$ cat config.mk
export PLATFORM = sky130hd
export DESIGN_NAME = pidfd_ctrl
export DESIGN_NICKNAME = d
export VERILOG_FILES = /design/src/rtl/core/pidfd_pkg.sv /design/src/rtl/core/pidfd_ctrl.sv
export SDC_FILE = /design/constraint.sdc
export NUM_CORES = 1
export LEC_CHECK = 0
export BUFFER_PORTS_ARGS = -buffer_cell sky130_fd_sc_hd__buf_2
export CAP_MARGIN = 10
export CORE_AREA = 2 2 39 41
export CTS_CLUSTER_DIAMETER = 120
export DETAILED_ROUTE_END_ITERATION = 10
export DIE_AREA = 0 0 41 43
export GPL_ROUTABILITY_DRIVEN = 0
export GPL_TIMING_DRIVEN = 0
export SLEW_MARGIN = 30
export SYNTH_ARGS = -nofsm -noshare
export SYNTH_HDL_FRONTEND = slang
export SYNTH_SLANG_ARGS = --single-unit
$ cat constraint.sdc
create_clock -name clk_i -period 1.3 [get_ports clk_i]
set_clock_uncertainty 0.05 [all_clocks]
set_input_delay 0.195 -clock clk_i [delete_from_list [all_inputs] [get_ports clk_i]]
set_output_delay 0.195 -clock clk_i [all_outputs]
set_load 0.02 [all_outputs]
$ cat src/rtl/core/pidfd_pkg.sv
// shared types, constants and helper functions for the pid controller
`default_nettype none
package pidfd_pkg;

  localparam int DataWidth = 32;
  localparam int FracBits  = 16;
  localparam int MulWidth  = 2 * DataWidth;
  localparam int AccWidth  = DataWidth + 3;

  localparam logic signed [DataWidth-1:0] SMax = {1'b0, {(DataWidth-1){1'b1}}};
  localparam logic signed [DataWidth-1:0] SMin = {1'b1, {(DataWidth-1){1'b0}}};
  localparam logic signed [DataWidth-1:0] Alpha =
    DataWidth'(((64'd1 << FracBits) * 2 + 5) / 10);
  localparam logic signed [DataWidth-1:0] OneQ = DataWidth'(64'd1 << FracBits);

  localparam int DivSteps = DataWidth + FracBits;
  localparam int DivCntW  = $clog2(DivSteps + 1);

  localparam int CfgIdxW = 3;
  typedef enum logic [CfgIdxW-1:0] {
    RegPropGain   = 3'd0,
    RegIntegGain  = 3'd1,
    RegDerivGain  = 3'd2,
    RegTimeStep   = 3'd3,
    RegOutputLow  = 3'd4,
    RegOutputHigh = 3'd5,
    RegIntegLimit = 3'd6,
    RegFeedfwd    = 3'd7
  } cfg_reg_e;

  typedef enum logic {
    CmdUpdate = 1'b0,
    CmdClear  = 1'b1
  } cmd_e;

  // multiplier operand selection
  typedef enum logic [2:0] {
    MulInc,
    MulAlpha,
    MulProp,
    MulInteg,
    MulDeriv,
    MulFeed
  } mul_sel_e;

  typedef enum logic [3:0] {
    StIdle,
    StErr,
    StInc,
    StIntLim,
    StDivStart,
    StDiv,
    StAlpha,
    StSmooth,
    StProp,
    StInteg,
    StDeriv,
    StFeed,
    StFinal,
    StOut
  } state_e;

  typedef struct packed {
    logic     load;
    logic     clear;
    logic     calc_err;
    logic     mul_go;
    mul_sel_e mul_sel;
    logic     do_inc;
    logic     div_start;
    logic     div_step;
    logic     do_smooth;
    logic     acc_clr;
    logic     acc_add;
    logic     finish;
  } dp_cmd_t;

  typedef struct packed {
    logic deriv_en;
    logic div_done;
  } dp_status_t;

  function automatic logic signed [DataWidth-1:0] sat_wide(
    input logic signed [AccWidth-1:0] x
  );
    logic signed [AccWidth-1:0] hi;
    logic signed [AccWidth-1:0] lo;
    begin
      hi = AccWidth'(SMax);
      lo = AccWidth'(SMin);
      if (x > hi) sat_wide = SMax;
      else if (x < lo) sat_wide = SMin;
      else sat_wide = x[DataWidth-1:0];
    end
  endfunction

  // q product from full signed product magnitude handling
  function automatic logic signed [DataWidth-1:0] q_scale(
    input logic [MulWidth-1:0] pmag,
    input logic                neg
  );
    logic [MulWidth-1:0] m;
    logic [MulWidth-1:0] lim;
    begin
      m   = pmag >> FracBits;
      lim = neg ? MulWidth'(SMax) + MulWidth'(1) : MulWidth'(SMax);
      if (m > lim) m = lim;
      q_scale = neg ? DataWidth'(-m) : DataWidth'(m);
    end
  endfunction

endpackage
`default_nettype wire

$ cat src/rtl/core/pidfd_ctrl.sv
// sequencer for one controller item
`default_nettype none
module pidfd_ctrl import pidfd_pkg::*; (
  input  wire logic       clk_i,
  input  wire logic       rst_ni,
  input  wire logic       in_valid,
  output logic            in_ready,
  input  wire logic       command_i,
  output logic            out_valid,
  input  wire logic       out_ready,
  input  wire dp_status_t status_i,
  output dp_cmd_t         cmd_o
);

  state_e state_q, state_d;
  logic   out_valid_q, out_valid_d;

  always_ff @(posedge clk_i or negedge rst_ni) begin
    if (!rst_ni) begin
      state_q     <= StIdle;
      out_valid_q <= 1'b0;
    end else begin
      state_q     <= state_d;
      out_valid_q <= out_valid_d;
    end
  end

  assign out_valid = out_valid_q;
  assign in_ready  = (state_q == StIdle);

  always_comb begin
    state_d     = state_q;
    out_valid_d = out_valid_q;
    cmd_o       = '0;
    cmd_o.mul_sel = MulInc;
    if (out_valid_q && out_ready) out_valid_d = 1'b0;
    unique case (state_q)
      StIdle: begin
        if (in_valid) begin
          if (command_i == CmdClear) begin
            cmd_o.clear = 1'b1;
            state_d = StOut;
          end else begin
            cmd_o.load = 1'b1;
            state_d = StErr;
          end
        end
      end
      StErr: begin
        cmd_o.calc_err = 1'b1;
        state_d = StInc;
      end
      StInc: begin
        cmd_o.mul_go = 1'b1;
        cmd_o.mul_sel = MulInc;
        state_d = StIntLim;
      end
      StIntLim: begin
        cmd_o.do_inc = 1'b1;
        state_d = status_i.deriv_en ? StDivStart : StProp;
      end
      StDivStart: begin
        cmd_o.div_start = 1'b1;
        state_d = StDiv;
      end
      StDiv: begin
        cmd_o.div_step = 1'b1;
        if (status_i.div_done) state_d = StAlpha;
      end
      StAlpha: begin
        cmd_o.mul_go = 1'b1;
        cmd_o.mul_sel = MulAlpha;
        state_d = StSmooth;
      end
      StSmooth: begin
        cmd_o.do_smooth = 1'b1;
        state_d = StProp;
      end
      StProp: begin
        cmd_o.mul_go = 1'b1;
        cmd_o.mul_sel = MulProp;
        cmd_o.acc_clr = 1'b1;
        state_d = StInteg;
      end
      StInteg: begin
        cmd_o.mul_go = 1'b1;
        cmd_o.mul_sel = MulInteg;
        cmd_o.acc_add = 1'b1;
        state_d = StDeriv;
      end
      StDeriv: begin
        cmd_o.mul_go = 1'b1;
        cmd_o.mul_sel = MulDeriv;
        cmd_o.acc_add = 1'b1;
        state_d = StFeed;
      end
      StFeed: begin
        cmd_o.mul_go = 1'b1;
        cmd_o.mul_sel = MulFeed;
        cmd_o.acc_add = 1'b1;
        state_d = StFinal;
      end
      StFinal: begin
        cmd_o.acc_add = 1'b1;
        state_d = StOut;
      end
      StOut: begin
        // wait for a free output register
        if (!out_valid_q || out_ready) begin
          cmd_o.finish = 1'b1;
          out_valid_d  = 1'b1;
          state_d      = StIdle;
        end
      end
      default: state_d = StIdle;
    endcase
  end

  assert property (@(posedge clk_i) disable iff (!rst_ni)
    (in_valid && in_ready) |=> !in_ready)
    else $error("took a second item while busy");
  assert property (@(posedge clk_i) disable iff (!rst_ni)
    cmd_o.finish |=> out_valid)
    else $error("finished item not presented");
  assert property (@(posedge clk_i) disable iff (!rst_ni)
    (out_valid && !out_ready) |=> out_valid)
    else $error("result dropped while stalled");

endmodule
`default_nettype wire

==> summary.txt <==
outcome: finished with violations
failing checks: setup timing
Avg WL per Cell: 16.4 um
initial antenna violation count: 0
Post-synth top cells: 10 x nor2_1, 7 x nand2_1, 5 x dfrtp_1, 4 x o21ai_0
Die Width: 41 um
class of the worst hold path: in -> reg
later-pin clock latency in the skew report: 0.24 ns
area share of the largest cell type after synthesis: 29.2%
post-synthesis mux area share: 0%
H-tree depth: 1
post-synth top area cell: dfrtp_1
PnR worst setup slack: -0.373 ns
Initial DRC Count: 11
CP Capture Type: primary output
number of synthesized flops with an enable pin: 0
total congestion overflow: 0
fmax: 0.598 GHz
Root Buffer: clkbuf_4
CP arrival: 1.43 ns
Vias/cell: 5.31
vias in the first global route: 544
final period demand of the worst path: 1.67 ns
Die Height: 43 um
met3 Use GR: 2.62%
gr usage total: 19.8%
Inst Count DP: 93
RSZ-0062 raised after global routing: true
static leakage: 0.000457 uW
antenna-violating nets left: 0
Clk pin slew, worst setup/hold paths: 0.04 ns
Core Footprint: 1380 sq um
FP Rows: 14
CTS Sinks: 5
DP Wirelength: 861 um
Setup-failing EPs final: 18
Synth Area in Adders: 0%
gr busiest metal: met2
nets@finish: 110
part of the Yosys area used for sequential elements: 29.2%
CP bufs+invs: 1
largest family of logic cells by synthesized area: simple AND/OR/NAND/NOR gates
Area contributors post-synth: dfrtp_1 29%, nor2_1 8.7%, nand2_1 6.1%
Synth cell types: 25
critical path required time: 1.05 ns
largest net degree at the start of global routing: 11
Syn Inst Count: 55
layout cell share with drive strength beyond 1: 78.4%
Syn Area/Cell: 7.80 sq um
M1 GR Usage: 23.6%
via count: 627
pre-CTS setup slack: -0.262 ns
register area: 129 sq um
ys flop type: dfrtp_1
1st-pass router iterations: 4
CP Max Fanout: 4
first-pass GRT wire length: 2380 um
CP Cell Sequence: or2_4 -> nor3_4 -> and3_4 -> buf_6
TritonCTS clock tree: built
Top Family by Delay on Critical Path: simple AND/OR/NAND/NOR gates
part of the cycle the worst path needs: 129%
Final Max Tran Viols: 0
n_diodes: 0
max-cap check violation count: 0
Worst-Margin Slew: 0.297 ns
Setup crit start kind: register
hold slack: 0.239 ns
Clock Path Buffers: 2
number of buffers created by CTS: 3
Post-synth ARST share: 100%
Simple-Gate Fraction of Synth Area: 37.6%
Synth Area in XOR/XNOR: 0%
Slew HR: 80.0%
met2 GRT Util: 32.5%
P&R area growth vs syn: 145%
Worst Setup Path Type: reg -> out
Ports: 23
FF+latch count, synth: 5
multi-input logic area: 434 sq um
drt total wl: 1940 um
Final Instance Count excl. Fillers: 118
Layout Utilization: 76.0%
cell area after synthesis: 429 sq um
CP peak stage delay: 0.40 ns
Layout fillers: 87
count leader, synth: nor2_1
complex-gate fraction of the synthesized area: 24.5%
Slowest-stage cell, CP: dfrtp_2
Fin Setup TNS: -4.44 ns
PortBufs: 22
Starting Density: 31.0%
Ys Warns: 0
Syn Nets: 62
worst ir drop on vdd: 1.44 mV
area of the die: 1760 sq um
DRC viols: 0
Power per Cell Area: 2960 nW/um^2
Hold Fails Final Rpt: 0
==> layout make-up <==
class                   count  share of cell area (%)
plain buffers               2                    2.50
clock buffers               4                    2.50
well taps                  16                    1.90
flip-flops and latches      5                    12.2
multi-input cells          45                    41.3
repair buffers             44                    37.9
inverters                   2                    1.66
==> report_power, final <==
group	total [uW]	switching [uW]	internal [uW]
Combinational	2640	1320	1320
Sequential	301	60.9	240
Clock	173	57.2	116
Total	3110	1440	1670
==> repair_timing <==
action,CTS,global route
gates resized for setup,46,32
setup endpoints to repair,18,18
setup buffers,12,10
pin swaps,7,4
hold endpoints to repair,5,0
hold buffers,1,0
==> layer usage <==
metal  part of all wire [%]  wire [um]  vias up
met5                      0          0        -
met3                    2.6         50        4
met2                     54       1040       20
met4                    2.0         39        0
met1                     42        809      306
li1                       -          -      297
==> kinds of logic (layout without fill, tap and decap cells) <==
logic type / after synthesis / in the layout
simple gates: 32 / 32
compound gates: 13 / 13
flops: 5 / 5
buf+inv: 5 / 52
==> sequential cells by signal, summed over array words and instances (netlist names) <==
register and count:
out_valid 1, state_q 4
==> per-stage QoR <==
stage	total power, uW	area, sq um
final	3110	1050
after global routing	3260	1050
after CTS	2410	857
after detailed placement	1570	598
after global placement	1560	598
after floorplan	1270	468
==> cell usage in the layout (no fill, tap or decap), types with 2 or more instances in the layout <==
master / Yosys / final
and3_4: 0 / 3
buf_2: 0 / 7
buf_4: 1 / 16
buf_6: 2 / 20
clkbuf_4: 0 / 3
dfrtp_1: 5 / 2
dfrtp_2: 0 / 3
nand2_1: 7 / 2
nand2_2: 0 / 3
nand2b_4: 0 / 2
nor2_1: 10 / 3
nor2_4: 0 / 7
nor3_4: 0 / 2
o21ai_2: 0 / 2
==> worst min-delay path, delay by kind of cell <==
kind / cells / cell delay, ns
buffers and inverters: 1 / 0.10
AO/OA/AOI/OAI: 2 / 0.18
==> worst paths after layout <==
check / endpoint / slack [ns] / start / cells past startpoint
max: cmd_o[12] / -0.37 / state_q[0] / 4
min: state_q[1] / 0.24 / status_i[0] / 3
max reg2reg: state_q[3] / -0.27 / state_q[0] / 6
min reg2reg: out_valid / 0.52 / out_valid / 2
max in group asynchronous: state_q[1] / 0.80 / rst_ni / 2
min in group asynchronous: state_q[2] / 0.25 / rst_ni / 2
Power figures use the tool's default switching activity.
