[src/rtl/core/pidfd_pkg.sv]
// shared types, constants and helper functions for the pid controller
`default_nettype none
package pidfd_pkg;

  localparam int DataWidth = 32;
  localparam int FracBits  = 16;
  localparam int MulWidth  = 2 * DataWidth;
  localparam int AccWidth  = DataWidth + 3;

  localparam logic signed [DataWidth-1:0] SMax = {1'b0, {(DataWidth-1){1'b1}}};
  localparam logic signed [DataWidth-1:0] SMin = {1'b1, {(DataWidth-1){1'b0}}};
  localparam logic signed [DataWidth-1:0] Alpha =
    DataWidth'(((64'd1 << FracBits) * 2 + 5) / 10);
  localparam logic signed [DataWidth-1:0] OneQ = DataWidth'(64'd1 << FracBits);

  localparam int DivSteps = DataWidth + FracBits;
  localparam int DivCntW  = $clog2(DivSteps + 1);

  localparam int CfgIdxW = 3;
  typedef enum logic [CfgIdxW-1:0] {
    RegPropGain   = 3'd0,
    RegIntegGain  = 3'd1,
    RegDerivGain  = 3'd2,
    RegTimeStep   = 3'd3,
    RegOutputLow  = 3'd4,
    RegOutputHigh = 3'd5,
    RegIntegLimit = 3'd6,
    RegFeedfwd    = 3'd7
  } cfg_reg_e;

  typedef enum logic {
    CmdUpdate = 1'b0,
    CmdClear  = 1'b1
  } cmd_e;

  // multiplier operand selection
  typedef enum logic [2:0] {
    MulInc,
    MulAlpha,
    MulProp,
    MulInteg,
    MulDeriv,
    MulFeed
  } mul_sel_e;

  typedef enum logic [3:0] {
    StIdle,
    StErr,
    StInc,
    StIntLim,
    StDivStart,
    StDiv,
    StAlpha,
    StSmooth,
    StProp,
    StInteg,
    StDeriv,
    StFeed,
    StFinal,
    StOut
  } state_e;

  typedef struct packed {
    logic     load;
    logic     clear;
    logic     calc_err;
    logic     mul_go;
    mul_sel_e mul_sel;
    logic     do_inc;
    logic     div_start;
    logic     div_step;
    logic     do_smooth;
    logic     acc_clr;
    logic     acc_add;
    logic     finish;
  } dp_cmd_t;

  typedef struct packed {
    logic deriv_en;
    logic div_done;
  } dp_status_t;

  function automatic logic signed [DataWidth-1:0] sat_wide(
    input logic signed [AccWidth-1:0] x
  );
    logic signed [AccWidth-1:0] hi;
    logic signed [AccWidth-1:0] lo;
    begin
      hi = AccWidth'(SMax);
      lo = AccWidth'(SMin);
      if (x > hi) sat_wide = SMax;
      else if (x < lo) sat_wide = SMin;
      else sat_wide = x[DataWidth-1:0];
    end
  endfunction

  // q product from full signed product magnitude handling
  function automatic logic signed [DataWidth-1:0] q_scale(
    input logic [MulWidth-1:0] pmag,
    input logic                neg
  );
    logic [MulWidth-1:0] m;
    logic [MulWidth-1:0] lim;
    begin
      m   = pmag >> FracBits;
      lim = neg ? MulWidth'(SMax) + MulWidth'(1) : MulWidth'(SMax);
      if (m > lim) m = lim;
      q_scale = neg ? DataWidth'(-m) : DataWidth'(m);
    end
  endfunction

endpackage
`default_nettype wire

[src/rtl/core/pidfd_dp.sv]
// datapath: shared multiplier, restoring divider, integral and filter state
`default_nettype none
module pidfd_dp import pidfd_pkg::*; (
  input  wire logic                        clk_i,
  input  wire logic                        rst_ni,
  input  wire dp_cmd_t                     cmd_i,
  output dp_status_t                       status_o,
  input  wire logic signed [DataWidth-1:0] target_i,
  input  wire logic signed [DataWidth-1:0] measured_i,
  input  wire logic signed [DataWidth-1:0] prop_gain_i,
  input  wire logic signed [DataWidth-1:0] integ_gain_i,
  input  wire logic signed [DataWidth-1:0] deriv_gain_i,
  input  wire logic [DataWidth-2:0]        time_step_i,
  input  wire logic signed [DataWidth-1:0] output_low_i,
  input  wire logic signed [DataWidth-1:0] output_high_i,
  input  wire logic [DataWidth-2:0]        integ_limit_i,
  input  wire logic signed [DataWidth-1:0] feedfwd_gain_i,
  output logic signed [DataWidth-1:0]      drive_o,
  output logic                             saturated_o
);

  localparam int DivW = DataWidth + FracBits;

  logic signed [DataWidth-1:0] tgt_q, meas_q, err_q, inc_q, prod_q;
  logic signed [DataWidth-1:0] integ_q, last_q, dsm_q, dval_q;
  logic                        have_q;
  logic signed [DataWidth-1:0] sum_q;
  logic signed [AccWidth-1:0]  acc_q;
  logic signed [DataWidth-1:0] drive_q;
  logic                        sat_q;

  // divider
  logic [DivW-1:0]     rem_q;
  logic [DivW-1:0]     quo_q;
  logic [DivW-1:0]     num_q;
  logic                dneg_q;
  logic [DivCntW-1:0]  dcnt_q;
  logic signed [DataWidth-1:0] raw_d;

  // multiplier operands
  logic signed [DataWidth-1:0] ma, mb;
  logic [MulWidth-1:0]         pmag;
  logic [DataWidth-1:0]        am, bm;
  logic                        pneg;

  always_comb begin
    unique case (cmd_i.mul_sel)
      MulInc:   begin ma = err_q;          mb = {1'b0, time_step_i}; end
      MulAlpha: begin ma = Alpha;          mb = sat_wide(AccWidth'(raw_d) - AccWidth'(dsm_q)); end
      MulProp:  begin ma = prop_gain_i;    mb = err_q;   end
      MulInteg: begin ma = integ_gain_i;   mb = integ_q; end
      MulDeriv: begin ma = deriv_gain_i;   mb = dval_q;  end
      MulFeed:  begin ma = feedfwd_gain_i; mb = tgt_q;   end
      default:  begin ma = '0;             mb = '0;      end
    endcase
    am   = ma[DataWidth-1] ? DataWidth'(-ma) : ma;
    bm   = mb[DataWidth-1] ? DataWidth'(-mb) : mb;
    pneg = ma[DataWidth-1] ^ mb[DataWidth-1];
    pmag = MulWidth'(am) * MulWidth'(bm);
  end

  // quotient saturate with sign
  always_comb begin
    logic [DivW-1:0] lim;
    lim = dneg_q ? DivW'(SMax) + DivW'(1) : DivW'(SMax);
    if (quo_q > lim) raw_d = dneg_q ? SMin : SMax;
    else raw_d = dneg_q ? DataWidth'(-quo_q) : DataWidth'(quo_q);
  end

  logic signed [DataWidth-1:0] ilim_pos, ilim_neg, int_sum;
  logic signed [DataWidth-1:0] dm, ndm;
  logic [DivW-1:0]             trial;

  always_comb begin
    ilim_pos = {1'b0, integ_limit_i};
    ilim_neg = DataWidth'(-ilim_pos);
    // the increment is still in the product register here
    int_sum  = sat_wide(AccWidth'(integ_q) + AccWidth'(prod_q));
    if (int_sum > ilim_pos) int_sum = ilim_pos;
    if (int_sum < ilim_neg) int_sum = ilim_neg;
    dm  = sat_wide(AccWidth'(meas_q) - AccWidth'(last_q));
    ndm = sat_wide(-AccWidth'(dm));
    trial = {rem_q[DivW-2:0], num_q[DivW-1]};
  end

  assign status_o.deriv_en = (time_step_i != '0) && have_q;
  assign status_o.div_done = (dcnt_q == DivCntW'(1));

  always_ff @(posedge clk_i or negedge rst_ni) begin
    if (!rst_ni) begin
      integ_q <= '0;
      last_q  <= '0;
      dsm_q   <= '0;
      have_q  <= 1'b0;
      dcnt_q  <= '0;
    end else begin
      if (cmd_i.clear) begin
        integ_q <= '0;
        last_q  <= '0;
        dsm_q   <= '0;
        have_q  <= 1'b0;
      end
      if (cmd_i.do_inc) begin
        integ_q <= int_sum;
      end
      // previous sample is replaced only once the derivative has used it
      if (cmd_i.acc_clr) begin
        last_q  <= meas_q;
        have_q  <= 1'b1;
      end
      if (cmd_i.do_smooth) begin
        dsm_q <= sat_wide(AccWidth'(dsm_q) + AccWidth'(prod_q));
      end
      if (cmd_i.finish && !cmd_i.clear && sat_q && integ_gain_i > 0 &&
          ((drive_q == output_high_i && sum_q > output_high_i && err_q > 0) ||
           (sum_q <= output_high_i && err_q < 0))) begin
        integ_q <= sat_wide(AccWidth'(integ_q) - AccWidth'(inc_q));
      end
      if (cmd_i.div_start) dcnt_q <= DivCntW'(DivSteps);
      else if (cmd_i.div_step && dcnt_q != '0) dcnt_q <= dcnt_q - DivCntW'(1);
    end
  end

  always_ff @(posedge clk_i) begin
    if (cmd_i.load) begin
      tgt_q  <= target_i;
      meas_q <= measured_i;
      dval_q <= '0;
    end
    if (cmd_i.calc_err) err_q <= sat_wide(AccWidth'(tgt_q) - AccWidth'(meas_q));
    if (cmd_i.mul_go) prod_q <= q_scale(pmag, pneg);
    if (cmd_i.do_inc) inc_q <= prod_q;
    if (cmd_i.div_start) begin
      dneg_q <= ndm[DataWidth-1];
      num_q  <= DivW'(ndm[DataWidth-1] ? DataWidth'(-ndm) : ndm) << FracBits;
      rem_q  <= '0;
      quo_q  <= '0;
    end else if (cmd_i.div_step && dcnt_q != '0) begin
      num_q <= num_q << 1;
      if (trial >= DivW'(time_step_i)) begin
        rem_q <= trial - DivW'(time_step_i);
        quo_q <= {quo_q[DivW-2:0], 1'b1};
      end else begin
        rem_q <= trial;
        quo_q <= {quo_q[DivW-2:0], 1'b0};
      end
    end
    if (cmd_i.do_smooth) dval_q <= sat_wide(AccWidth'(dsm_q) + AccWidth'(prod_q));
    if (cmd_i.acc_clr) acc_q <= '0;
    else if (cmd_i.acc_add) acc_q <= acc_q + AccWidth'(prod_q);
    if (cmd_i.acc_add && !cmd_i.mul_go) begin
      sum_q <= sat_wide(acc_q + AccWidth'(prod_q));
    end
    if (cmd_i.clear) begin
      drive_q <= '0;
      sat_q   <= 1'b0;
      sum_q   <= '0;
    end else if (cmd_i.acc_add && !cmd_i.mul_go) begin
      // clamp, high test first
      if (sat_wide(acc_q + AccWidth'(prod_q)) > output_high_i) begin
        drive_q <= output_high_i;
        sat_q   <= 1'b1;
      end else if (sat_wide(acc_q + AccWidth'(prod_q)) < output_low_i) begin
        drive_q <= output_low_i;
        sat_q   <= 1'b1;
      end else begin
        drive_q <= sat_wide(acc_q + AccWidth'(prod_q));
        sat_q   <= 1'b0;
      end
    end
  end

  always_ff @(posedge clk_i) begin
    if (cmd_i.finish) begin
      drive_o     <= drive_q;
      saturated_o <= sat_q;
    end
  end

  assert property (@(posedge clk_i) disable iff (!rst_ni)
    cmd_i.div_start |=> dcnt_q == DivCntW'(DivSteps))
    else $error("divider count not loaded");
  assert property (@(posedge clk_i) disable iff (!rst_ni)
    cmd_i.clear |=> !have_q && integ_q == '0)
    else $error("clear left state behind");
  assert property (@(posedge clk_i) disable iff (!rst_ni)
    cmd_i.acc_clr |=> have_q)
    else $error("sample not recorded");

endmodule
`default_nettype wire

[config.mk]
export PLATFORM = sky130hd
export DESIGN_NAME = pidfd_dp
export DESIGN_NICKNAME = d
export VERILOG_FILES = /design/src/rtl/core/pidfd_pkg.sv /design/src/rtl/core/pidfd_dp.sv
export SDC_FILE = /design/constraint.sdc
export NUM_CORES = 2
export LEC_CHECK = 0
export BUFFER_PORTS_ARGS = -buffer_cell sky130_fd_sc_hd__buf_2
export CAP_MARGIN = 10
export CELL_PAD_IN_SITES_DETAIL_PLACEMENT = 1
export CELL_PAD_IN_SITES_GLOBAL_PLACEMENT = 2
export CORE_UTILIZATION = 43
export CTS_CLUSTER_DIAMETER = 40
export CTS_CLUSTER_SIZE = 10
export DETAILED_ROUTE_END_ITERATION = 16
export PLACE_DENSITY_LB_ADDON = 0.1
export SLEW_MARGIN = 20
export SYNTH_ARGS = -nofsm -noshare
export SYNTH_HDL_FRONTEND = slang
export SYNTH_SLANG_ARGS = --single-unit
export TNS_END_PERCENT = 20
[constraint.sdc]
create_clock -name clk_i -period 42.3 [get_ports clk_i]
set_input_delay 4.23 -clock clk_i [delete_from_list [all_inputs] [get_ports clk_i]]
set_output_delay 4.23 -clock clk_i [all_outputs]
set_load 0.01 [all_outputs]
==> metrics <==
gp weighted congestion 1.01; Top cell by count, worst path nand2_1; Starting DRT DRC Count 5004; Post-CTS Setup Bufs 0; latest clock arrival within the worst-skew pair approximately 0.73 ns; Netlist Area Pre-Place approximately 0.084 sq mm; worst hold path type reg -> reg; drt pass-1 iters 5; minimum clock period 23.49 ns; final WL 369 mm; Most flops, register quo_q; WP data required 42.73 ns; Via Count 77545; RSZ-0062 raised after global routing no; area delta synth->final 10.3%; critical path arrival around 24 ns; max reg flops between 40 and 50; post_cts resized 0; clk sinks approximately 560; Tcrit/Tclk final 55.5%; # IOs roughly 370; Final Hold Viols 0; internal reg-to-reg setup slack 18.81 ns; top cell family by delay on the critical path compound AO/OA/AOI/OAI gates; final setup vio count 0; first-pass GRT wire length 543 mm; synth top area cells fa_1 (22%), ha_1 (11%), edfxtp_1 (9.2%); Core Box Area 0.193 sq mm; Vias per Instance 6.01; share of cells above drive strength 1 a little under a tenth; slowest cell delay on critical path 0.90 ns; top-area cell type share of the netlist area between 20% and 30%; CTS H-tree lvls 3; initial antenna violation count 22; Mapped Avg Cell Area between 8 and 9 sq um; Yosys reg bits about 560; CTS tree built; FF-to-FF path depth 84; Crit Path Max Fanout 65; Synth Net Count approximately 12000; DRC viols 0; Root Driver clkbuf_16; CP max stage cell xnor2_4; hpwl dp 295 mm; slew margin rel. 19.1%; cell count after synthesis 10120; Fmax achieved between 40 and 50 MHz; Hold Path Origin sum_q[0]; crit path buf inv count 12; WS Path Type reg -> reg; Synth area leader fa_1; count of cell types in the netlist about 110; Max-Cap Viols 0; Worst setup EP type flip-flop; Post-synth EDFFs 258; cts bufs inserted between 90 and 100; routed length per instance roughly 29 microns; Max Slew Vio Count 0; Async SR Flop Fraction between 10% and 20%; status finished, final reports clean; # port buffers between 300 and 400; via count of the first global-routing pass 82121; num rows 161; CTS Buffer Depth 3; startpoint types flip-flop; GR Overflow Total 0; Critical R2R Launch dneg_q; Hold-fix buffers, CTS 0; setup TNS 0 ns; worst-margin pin slew 1.21 ns; Initial Util 43.5%; full die area 0.197 sq mm; Hold Path End sum_q[0]; # nets final between 10000 and 15000; biggest regs quo_q (48), rem_q (47), acc_q (35); Worst-path clk slew 0.05 ns; Synth Flop Type edfxtp_1; die height between 400 and 500 microns; Total GRT Usage 37.1%; Worst Skew 0.0384 ns; Reg-to-Reg End prod_q[16]; synth warn 0; post-synthesis sequential area ratio 16.9%; Hold Crit Depth 2; antenna viol nets, final 0; Die X 444 microns; post-layout util 47.9%; largest net degree at the start of global routing 88
how the worst max path moves through the flow:
stage | startpoint | endpoint | cells past startpoint
global placement | dneg_q | prod_q[16] | 83
CTS | dneg_q | prod_q[16] | 81
detailed placement | dneg_q | prod_q[16] | 81
global route | dneg_q | prod_q[22] | 84
floorplan | cmd_i[7] | prod_q[26] | 65
finish | dneg_q | prod_q[16] | 84
metrics by stage:
stage               hold slack [ns]  cells  instance area (sq um)  worst slack (ns)
CTS                           0.466  12884                  92600             18.13
global placement              0.445  12696                  89100             18.86
finish                        0.466  12894                  92700             18.81
detailed placement            0.458  12696                  89200             18.23
global route                  0.487  12888                  92600             17.25
floorplan                     0.416  10120                  84000             22.79
cells by family after synthesis:
| kind of cell | synth area share [%] |
|---|---|
| mux | 2.45 |
| xor+xnor | 4.25 |
| flops | 16.9 |
| buf+inv | 8.44 |
| simple gates | 18.1 |
| fa+ha+maj | 32.8 |
| compound gates | 17.0 |
synth_stat cells, types with 72 or more instances:
master / number
a211oi_1: 138
a21o_1: 306
a21oi_1: 506
a31oi_1: 90
and2_1: 167
clkbuf_1: 416
dfrtp_1: 103
dfxtp_1: 195
edfxtp_1: 258
fa_1: 903
ha_1: 748
inv_1: 1407
mux2i_1: 137
nand2_1: 1174
nand2b_1: 77
nand3_1: 152
nand4_1: 130
nor2_1: 855
nor2b_1: 91
nor3_1: 242
nor4_1: 72
o21a_1: 84
o21ai_0: 395
o31ai_1: 76
xnor2_1: 259
xor2_1: 149
tightest hold or removal path, stage by stage (launching register included):
cell and delay, ns:
dfxtp_1 0.31, nand2_1 0.06, a21oi_1 0.05
per-layer routing:
metal  global-route usage, %  share of wire [%]  vias to the layer above  wire [microns]
met5                       0              0.021                        -              77
met4                    25.6                8.2                       12           30400
met3                    5.11                5.6                      828           20600
met2                    62.3                 47                     2506          175000
met1                    43.8                 39                    39608          143000
li1                        -                  -                    34591               -
final cells by class:
type                       instances  area (sq um)
clock buffer                     123          2660
antenna                            9          22.5
timing repair buffer             524          3020
inverter                        1408          5290
tap                             2526          3160
sequential                       556         14200
fill                           23015        101000
clock inverter                    65           772
multi-input combinational       7683         63500
placed cells by master, fill, tap and decap left out, drive strengths merged, types with 31 or more instances in the layout:
cell,count
nor3,247
clkinv,31
dfxtp,195
nand3,152
ha,748
and3,64
a211oi,141
nand2,1174
nand2b,77
or2,45
or3,70
a21o,306
and2,176
nor2b,92
o21bai,60
mux2i,137
a22oi,35
nor2,856
o21ai,407
mux2,61
xor2,149
edfxtp,258
fa,903
nor4,74
inv,1425
o31ai,76
a31oi,90
buf,524
a21oi,506
o21a,84
nand4,130
o211ai,63
clkbuf,123
xnor2,259
a221oi,49
dfrtp,103
Power is not shown: default switching activity piles up to over one toggle a cycle in this logic, so the estimate is an artifact.
